<file path="config.mk">
export PLATFORM = sky130hd
export DESIGN_NAME = ipv4_dotted_quad_recognizer_top
export DESIGN_NICKNAME = d
export VERILOG_FILES = /design/src/sv/dqr_pkg.sv /design/src/sv/dqr_regs.sv /design/src/sv/dqr_scan.sv /design/src/sv/dqr_out.sv /design/src/sv/ipv4_dotted_quad_recognizer_top.sv
export SDC_FILE = /design/constraint.sdc
export NUM_CORES = 1
export LEC_CHECK = 0
export ABC_AREA = 1
export ABC_CLOCK_PERIOD_IN_PS = 3900
export BUFFER_PORTS_ARGS = -buffer_cell sky130_fd_sc_hd__buf_4
export CAP_MARGIN = 20
export CORE_ASPECT_RATIO = 0.8
export CORE_MARGIN = 4
export CORE_UTILIZATION = 50
export DETAILED_ROUTE_END_ITERATION = 12
export PLACE_DENSITY = 0.76
export SLEW_MARGIN = 20
export SYNTH_ARGS = -nofsm -noshare
export SYNTH_HDL_FRONTEND = slang
export SYNTH_SLANG_ARGS = --single-unit
</file>
<file path="constraint.sdc">
create_clock -name clk -period 3.9 [get_ports clk]
set_input_delay 0.39 -clock clk [delete_from_list [all_inputs] [get_ports clk]]
set_output_delay 0.39 -clock clk [all_outputs]
set_load 0.02 [all_outputs]
</file>
<file path="src/sv/dqr_pkg.sv">
package dqr_pkg;

    // Buffer length cap; bytes consumed past it give no match
    localparam int unsigned MAX_BUFFER_LEN = 65535;
    localparam int unsigned LEN_CAP_INT    = (MAX_BUFFER_LEN < 65535) ? MAX_BUFFER_LEN : 65535;

    localparam int POS_W   = 16;
    localparam int OCT_W   = 9;
    localparam int PROD_W  = 12;
    localparam int PADDR_W = 3;

    localparam logic [POS_W-1:0] LEN_CAP = POS_W'(LEN_CAP_INT);

    // Character codes
    localparam logic [7:0] CHAR_ZERO = 8'h30;
    localparam logic [7:0] CHAR_NINE = 8'h39;
    localparam logic [7:0] CHAR_DOT  = 8'h2E;

    // Octet limits
    localparam logic [OCT_W-1:0] OCT_MAX = 9'd255;
    localparam logic [OCT_W-1:0] OCT_SAT = 9'd256;
    localparam logic [1:0]       LAST_OCTET = 2'd3;

    // Register map (index = paddr[2])
    localparam logic REG_DETECT_MODE = 1'b0;

    // Detect modes
    localparam logic MODE_IPV4 = 1'b0;
    localparam logic MODE_INT  = 1'b1;

    // Result of one buffer
    typedef struct packed {
        logic             matched;
        logic [POS_W-1:0] match_length;
    } result_t;

endpackage

</file>
<file path="src/sv/dqr_regs.sv">
module dqr_regs
(
    input  logic                        clk,
    input  logic                        rst_n,
    input  logic                        psel,
    input  logic                        penable,
    input  logic                        pwrite,
    input  logic [dqr_pkg::PADDR_W-1:0] paddr,
    input  logic [31:0]                 pwdata,
    output logic [31:0]                 prdata,
    output logic                        pready,
    output logic                        detect_mode
);

    logic mode_reg;
    logic wr_en;

    assign pready = 1'b1;
    assign wr_en  = psel && penable && pwrite && (paddr[2] == dqr_pkg::REG_DETECT_MODE);

    // Mode register
    always_ff @(posedge clk or negedge rst_n)
    begin
        if (!rst_n)
        begin
            mode_reg <= dqr_pkg::MODE_IPV4;
        end
        else if (wr_en)
        begin
            mode_reg <= pwdata[0];
        end
    end

    // Read back
    always_comb
    begin
        if (paddr[2] == dqr_pkg::REG_DETECT_MODE)
        begin
            prdata = {31'b0, mode_reg};
        end
        else
        begin
            prdata = 32'b0;
        end
    end

    assign detect_mode = mode_reg;

endmodule

</file>
<file path="src/sv/dqr_scan.sv">
module dqr_scan
(
    input  logic             clk,
    input  logic             rst_n,
    input  logic             fire,
    input  logic [7:0]       char_code,
    input  logic             last_char,
    input  logic             detect_mode,
    output logic             emit,
    output dqr_pkg::result_t result
);

    logic [1:0]                  octet_number_reg, octet_number_next;
    logic [dqr_pkg::OCT_W-1:0]   octet_value_reg, octet_value_next;
    logic                        digit_seen_reg, digit_seen_next;
    logic [dqr_pkg::POS_W-1:0]   char_position_reg, char_position_next;
    logic                        decided_reg, decided_next;

    logic                        dig;
    logic                        at_cap;
    logic                        oct_ok;
    logic                        fin_ok;
    logic                        ok;
    logic [dqr_pkg::POS_W-1:0]   len;
    logic [dqr_pkg::POS_W-1:0]   pos_inc;
    logic [dqr_pkg::PROD_W-1:0]  oct_prod;
    logic [dqr_pkg::OCT_W-1:0]   oct_acc;

    assign dig     = (char_code >= dqr_pkg::CHAR_ZERO) && (char_code <= dqr_pkg::CHAR_NINE);
    assign at_cap  = (char_position_reg >= dqr_pkg::LEN_CAP);
    assign pos_inc = char_position_reg + dqr_pkg::POS_W'(1);

    // Octet accumulate with saturation at 256
    assign oct_prod = dqr_pkg::PROD_W'(octet_value_reg) * dqr_pkg::PROD_W'(10)
                    + dqr_pkg::PROD_W'(char_code[3:0]);
    assign oct_acc  = (oct_prod > dqr_pkg::PROD_W'(dqr_pkg::OCT_SAT))
                    ? dqr_pkg::OCT_SAT : oct_prod[dqr_pkg::OCT_W-1:0];

    // Octet in range 1..255: before this byte, and after a final digit
    assign oct_ok = digit_seen_reg && (octet_value_reg != '0)
                  && (octet_value_reg <= dqr_pkg::OCT_MAX);
    assign fin_ok = (oct_acc != '0) && (oct_acc <= dqr_pkg::OCT_MAX);

    // Per-byte decision and next state
    always_comb
    begin
        octet_number_next  = octet_number_reg;
        octet_value_next   = octet_value_reg;
        digit_seen_next    = digit_seen_reg;
        char_position_next = char_position_reg;
        decided_next       = decided_reg;
        emit               = 1'b0;
        ok                 = 1'b0;
        len                = char_position_reg;

        if (fire && !decided_reg)
        begin
            if (detect_mode == dqr_pkg::MODE_INT)
            begin
                if (dig)
                begin
                    if (at_cap)
                    begin
                        emit = 1'b1;
                    end
                    else
                    begin
                        char_position_next = pos_inc;
                        digit_seen_next    = 1'b1;
                        if (last_char)
                        begin
                            emit = 1'b1;
                            ok   = 1'b1;
                            len  = pos_inc;
                        end
                    end
                end
                else
                begin
                    emit = 1'b1;
                    ok   = digit_seen_reg;
                end
            end
            else
            begin
                if (dig)
                begin
                    if (at_cap)
                    begin
                        emit = 1'b1;
                    end
                    else
                    begin
                        char_position_next = pos_inc;
                        octet_value_next   = oct_acc;
                        digit_seen_next    = 1'b1;
                        if (last_char)
                        begin
                            emit = 1'b1;
                            ok   = (octet_number_reg == dqr_pkg::LAST_OCTET) && fin_ok;
                            len  = pos_inc;
                        end
                    end
                end
                else if ((char_code == dqr_pkg::CHAR_DOT)
                         && (octet_number_reg != dqr_pkg::LAST_OCTET))
                begin
                    if (!oct_ok || at_cap || last_char)
                    begin
                        emit = 1'b1;
                    end
                    else
                    begin
                        char_position_next = pos_inc;
                        octet_number_next  = octet_number_reg + 2'd1;
                        octet_value_next   = '0;
                        digit_seen_next    = 1'b0;
                    end
                end
                else
                begin
                    emit = 1'b1;
                    ok   = (octet_number_reg == dqr_pkg::LAST_OCTET) && oct_ok;
                end
            end
            if (emit)
            begin
                decided_next = 1'b1;
            end
        end

        // Final byte clears buffer state
        if (fire && last_char)
        begin
            octet_number_next  = '0;
            octet_value_next   = '0;
            digit_seen_next    = 1'b0;
            char_position_next = '0;
            decided_next       = 1'b0;
        end
    end

    assign result.matched      = ok;
    assign result.match_length = ok ? len : '0;

    // Buffer state
    always_ff @(posedge clk or negedge rst_n)
    begin
        if (!rst_n)
        begin
            octet_number_reg  <= '0;
            octet_value_reg   <= '0;
            digit_seen_reg    <= 1'b0;
            char_position_reg <= '0;
            decided_reg       <= 1'b0;
        end
        else
        begin
            octet_number_reg  <= octet_number_next;
            octet_value_reg   <= octet_value_next;
            digit_seen_reg    <= digit_seen_next;
            char_position_reg <= char_position_next;
            decided_reg       <= decided_next;
        end
    end

endmodule

</file>
<file path="src/sv/dqr_out.sv">
module dqr_out
(
    input  logic                      clk,
    input  logic                      rst_n,
    input  logic                      load,
    input  dqr_pkg::result_t          result,
    input  logic                      out_ready,
    output logic                      out_valid,
    output logic                      can_load,
    output logic                      matched,
    output logic [dqr_pkg::POS_W-1:0] match_length
);

    logic             valid_reg;
    dqr_pkg::result_t data_reg;

    assign can_load = !valid_reg || out_ready;

    // Result register: holds until the transfer completes
    always_ff @(posedge clk or negedge rst_n)
    begin
        if (!rst_n)
        begin
            valid_reg <= 1'b0;
        end
        else if (load)
        begin
            valid_reg <= 1'b1;
        end
        else if (out_ready)
        begin
            valid_reg <= 1'b0;
        end
    end

    always_ff @(posedge clk)
    begin
        if (load)
        begin
            data_reg <= result;
        end
    end

    assign out_valid    = valid_reg;
    assign matched      = data_reg.matched;
    assign match_length = data_reg.match_length;

endmodule

</file>
<file path="src/sv/ipv4_dotted_quad_recognizer_top.sv">
// Dotted-quad / decimal-integer prefix recognizer.
// Input channel (in_valid/in_ready): one byte per transfer, char_code plus
// last_char marking the final byte of a buffer. Output channel
// (out_valid/out_ready): at most one result per buffer, matched and
// match_length, issued on the byte that settles the outcome; later bytes
// of that buffer produce nothing until last_char.
// APB register 0 (detect_mode): 0 = dotted IPv4, 1 = decimal integer run.
// Write it only while no buffer is in flight.
// A result is registered and appears in the cycle after the deciding byte is taken.
// Throughput: one byte per cycle while no pending result waits on out_ready; the
// per-byte update (octet multiply-add by ten and range check) sits between the
// state registers and the one-entry result register.
// Stall: while a result waits and out_ready is low, in_ready stays low for
// every byte; a byte is taken in the same cycle the pending result drains
// and may load the register again.
// Reset: clears mode to IPv4, buffer state, and the pending result.
module ipv4_dotted_quad_recognizer_top
(
    input  logic                        clk,
    input  logic                        rst_n,
    input  logic                        psel,
    input  logic                        penable,
    input  logic                        pwrite,
    input  logic [dqr_pkg::PADDR_W-1:0] paddr,
    input  logic [31:0]                 pwdata,
    output logic [31:0]                 prdata,
    output logic                        pready,
    input  logic                        in_valid,
    output logic                        in_ready,
    input  logic [7:0]                  char_code,
    input  logic                        last_char,
    output logic                        out_valid,
    input  logic                        out_ready,
    output logic                        matched,
    output logic [dqr_pkg::POS_W-1:0]   match_length
);

    logic             detect_mode;
    logic             fire;
    logic             emit;
    logic             can_load;
    dqr_pkg::result_t result;

    assign in_ready = can_load;
    assign fire     = in_valid && can_load;

    dqr_regs u_regs
    (
        .clk         (clk),
        .rst_n       (rst_n),
        .psel        (psel),
        .penable     (penable),
        .pwrite      (pwrite),
        .paddr       (paddr),
        .pwdata      (pwdata),
        .prdata      (prdata),
        .pready      (pready),
        .detect_mode (detect_mode)
    );

    dqr_scan u_scan
    (
        .clk         (clk),
        .rst_n       (rst_n),
        .fire        (fire),
        .char_code   (char_code),
        .last_char   (last_char),
        .detect_mode (detect_mode),
        .emit        (emit),
        .result      (result)
    );

    dqr_out u_out
    (
        .clk          (clk),
        .rst_n        (rst_n),
        .load         (emit),
        .result       (result),
        .out_ready    (out_ready),
        .out_valid    (out_valid),
        .can_load     (can_load),
        .matched      (matched),
        .match_length (match_length)
    );

endmodule

</file>
==> flow_metrics.py <==
metrics = {
    "synth": {
        "avgSynthCellArea_sq_um": 7.39,
        "ys_ff_latch": 48,
        "ys_seq_area_share_pct": 32.1,
        "synth_edf_count": 17,
        "yosysTopAreaCellShare_pct": 19.3,
        "async_reset_ff_share_pct": 64.6,
        "yosys-top-cells-area": "dfrtp_1, edfxtp_1, nand2_1, inv_1, buf_4",
        "postSynthCellCount": 543,
        "synth-main-ff-cell": "dfrtp_1",
        "synth_area_sq_um": 4010,
        "ys_warn_count": 0,
        "synth_cell_types": 44,
        "yosys.area.top_type": "dfrtp_1",
    },
    "timing": {
        "min_period_ns": 3.09,
        "hold_viol_final": 0,
        "relSlewSlack_pct": 54.6,
        "skew_ns": 0.0102,
        "max_clock_freq_ghz": 0.324,
        "min_period_over_period_pct": 79.1,
        "setup_viol_count_final": 0,
        "slew_violations": 0,
        "worst_pin_slew_ns": 0.680,
        "rsz0062_at_grt": "no",
        "tns_ns": 0,
    },
    "floorplanning": {
        "chipHeight_um": 88.1,
        "die_w_um": 108,
        "boundaryPins": 103,
        "dieArea_sq_um": 9530,
        "coreArea_sq_um": 7600,
        "rows": 28,
        "initial_core_util_pct": 52.7,
    },
    "power": {
        "ir_worst_vdd_mv": 0.229,
        "pwr-share-seq_pct": 41.8,
        "switching_power_uw": 713,
        "combPwrFrac_pct": 37.8,
        "sw_frac_of_total_pct": 40.1,
        "clockPowerShare_pct": 20.4,
        "cellPowerDensity_nw_per_um2": 408,
        "leakage_uw": 0.00219,
        "internal_power_uw": 1060,
    },
    "global_routing": {
        "antenna_found_initial": 0,
        "gr-total-overflow": 0,
        "grt_pass1_vias": 3154,
        "grt_max_degree": 32,
        "track_usage_pct": 19.1,
        "grt_pass1_wl_um": 14500,
    },
    "worst_setup_path": {
        "cp_data_arrival_time_ns": 3.15,
        "critPathKind": "reg -> reg",
        "required_ns": 3.96,
        "path_cells": "ha_1 > ha_1 > inv_1 > fa_1 > inv_1 > nand3_2 > nor2_2 > nand2_1 > nor2_2 > nand3_1 > nand2_1 > nand2_4 > nand4_2 > nand2_2 > nand2_4 > nor2_1",
        "crit_buf_inv": 2,
        "cp-start-kind": "register",
        "path_max_fanout": 17,
        "critPathMaxStageDelay_ns": 0.45,
        "cpLargestDelayFamily": "simple AND/OR/NAND/NOR gates",
        "worst_path_max_delay_cell": "dfrtp_1",
        "end_kind": "register",
    },
    "cts": {
        "cts_setup_buffers": 0,
        "worstSkewPairLatency_ns": 0.31,
        "cts_resized": 0,
        "cts_tree": "yes",
        "clockBufferDepth": 2,
        "clockRootBuffer": "clkbuf_8",
        "worst_setup_hold_path_clk_slew_ns": 0.09,
        "ctsHoldBuffers": 0,
        "numCtsBuffers": 5,
        "htree_levels": 2,
        "clock_sinks": 48,
    },
    "placement": {
        "placed_cell_area_sq_um": 4240,
        "port_buffers": 37,
        "dp_hpwl_um": 6680,
        "gp_congestion": 0.887,
    },
    "detailed_routing": {
        "vias": 3414,
        "dr.pass1.iters": 5,
        "drt_iter0_drc": 237,
        "wl_per_cell_um": 12.4,
        "drc": 0,
        "viasPerCell": 5.00,
        "wl_um": 8470,
        "drt.antenna.violating_nets": 0,
    },
    "finish": {
        "fillerInstances": 716,
        "nNetsFinal": 649,
        "areaGrowthSynthToFinish_pct": 8.49,
        "layout-drive-gt1-share_pct": 16.4,
        "diodes": 0,
        "fin_area_sq_um": 4350,
    },
    "status": {
        "status": "finished clean",
    },
    "hold_path": {
        "hold_class": "in -> async",
    },
    "run": {
        "cap_violations": 0,
    },
}
-- power groups by stage --
stage                     Combinational [uW]  Sequential (uW)  Clock (uW)
after detailed placement                 667              751           0
after floorplan                          514              752           0
after global routing                     760              758         391
after CTS                                670              740         368
final                                    671              743         362
after global placement                   641              745           0
-- cell type report --
class,count,area [sq um],share of cell area [%]
clock inverter,3,42.5,0.978
sequential,48,1290,29.6
multi-input combinational,402,2220,51.1
timing repair buffer,37,278,6.38
clock buffer,5,68.8,1.58
inverter,83,319,7.33
tap,105,131,3.02
-- layer usage --
| layer | vias up | routed length [um] | GRT usage [%] | share of wire (%) |
|---|---|---|---|---|
| li1 | 1762 | - | - | - |
| met3 | 9 | 653 | 4.20 | 7.7 |
| met4 | 0 | 82 | 4.24 | 0.97 |
| met1 | 1499 | 4110 | 27.6 | 49 |
| met5 | - | 0 | 0 | 0 |
| met2 | 144 | 3620 | 29.7 | 43 |
-- worst reg2reg max path, cell delays in order, from the launching register on --
cell,delay (ns)
dfrtp_1,0.45
ha_1,0.30
ha_1,0.24
inv_1,0.08
fa_1,0.45
inv_1,0.11
nand3_2,0.10
nor2_2,0.16
nand2_1,0.10
nor2_2,0.11
nand3_1,0.07
nand2_1,0.10
nand2_4,0.10
nand4_2,0.10
nand2_2,0.06
nand2_4,0.21
nor2_1,0.08
-- Yosys cell counts, types with 3 or more instances --
| cell type | count |
|---|---|
| o21ai_0 | 35 |
| nor2_2 | 15 |
| o31ai_1 | 4 |
| clkbuf_1 | 5 |
| inv_2 | 6 |
| o21ai_1 | 5 |
| dfrtp_1 | 31 |
| a21oi_1 | 9 |
| nand3_2 | 6 |
| buf_4 | 33 |
| inv_4 | 3 |
| nand2_1 | 129 |
| ha_1 | 19 |
| nand3_1 | 35 |
| edfxtp_1 | 17 |
| nor3_1 | 3 |
| nand2_2 | 5 |
| nand2_4 | 4 |
| inv_1 | 74 |
| nand4_2 | 3 |
| xor2_1 | 14 |
| nor2_1 | 44 |
| nand4_1 | 17 |
-- cell families (layout without fill, tap and decap cells) --
group / Yosys count / in the layout / synth area share [%]
simple gates: 272 / 272 / 33.2
buf+inv: 123 / 128 / 15.3
compound gates: 61 / 61 / 8.64
flops: 48 / 48 / 32.1
fa+ha+maj: 21 / 21 / 6.93
xor+xnor: 16 / 16 / 3.68
other cells: 2 / 32 / 0.187
-- metrics by stage --
stage | setup WS (ns) | hold WS (ns) | utilization (%) | total power, uW | std cells
2_1_floorplan | 1.09 | 0.0944 | - | 1270 | 573
3_3_place_gp | 0.880 | 0.349 | 55.8 | 1390 | 675
3_5_place_dp | 0.809 | 0.352 | 55.8 | 1420 | 675
4_1_cts | 0.793 | 0.0129 | 57.2 | 1780 | 683
5_1_grt | 0.520 | 0.0223 | 57.2 | 1910 | 683
6_report | 0.814 | 0.00120 | 57.2 | 1780 | 683
-- final timing paths --
kind                                                         from                                       end  slack, ns  depth (start not counted)
min reg2reg                u_scan.octet_number_reg[0]$_DFFE_PN0P_    u_scan.octet_number_reg[0]$_DFFE_PN0P_       0.49                          1
max reg2reg                 u_scan.octet_value_reg[3]$_DFFE_PN0P_       u_out.match_length[9]$_SDFFCE_PN0P_       0.81                         16
max in group asynchronous                                   rst_n   u_scan.char_position_reg[3]$_DFFE_PN0P_       3.58                          1
max                         u_scan.octet_value_reg[3]$_DFFE_PN0P_       u_out.match_length[9]$_SDFFCE_PN0P_       0.81                         16
min                                                         rst_n  u_scan.char_position_reg[10]$_DFFE_PN0P_      0.001                          1
min in group clk                                        pwdata[0]            u_regs.detect_mode$_DFFE_PN0P_       0.33                          3
-- cell usage in the layout, fill, tap and decap left out, drive strengths merged, types with 2 or more instances in the layout --
master / netlist / routed
nand2: 138 / 138
ha: 19 / 19
fa: 2 / 2
nor2: 60 / 60
xor2: 15 / 15
clkbuf: 5 / 5
o21ai: 40 / 40
inv: 83 / 83
nor3: 5 / 5
dfrtp: 31 / 31
nand4: 20 / 20
nor4: 2 / 2
nand3: 43 / 43
buf: 35 / 37
conb: 2 / 32
edfxtp: 17 / 17
o31ai: 4 / 4
a22o: 2 / 2
a21oi: 11 / 11
(Power assumes the default switching activity.)
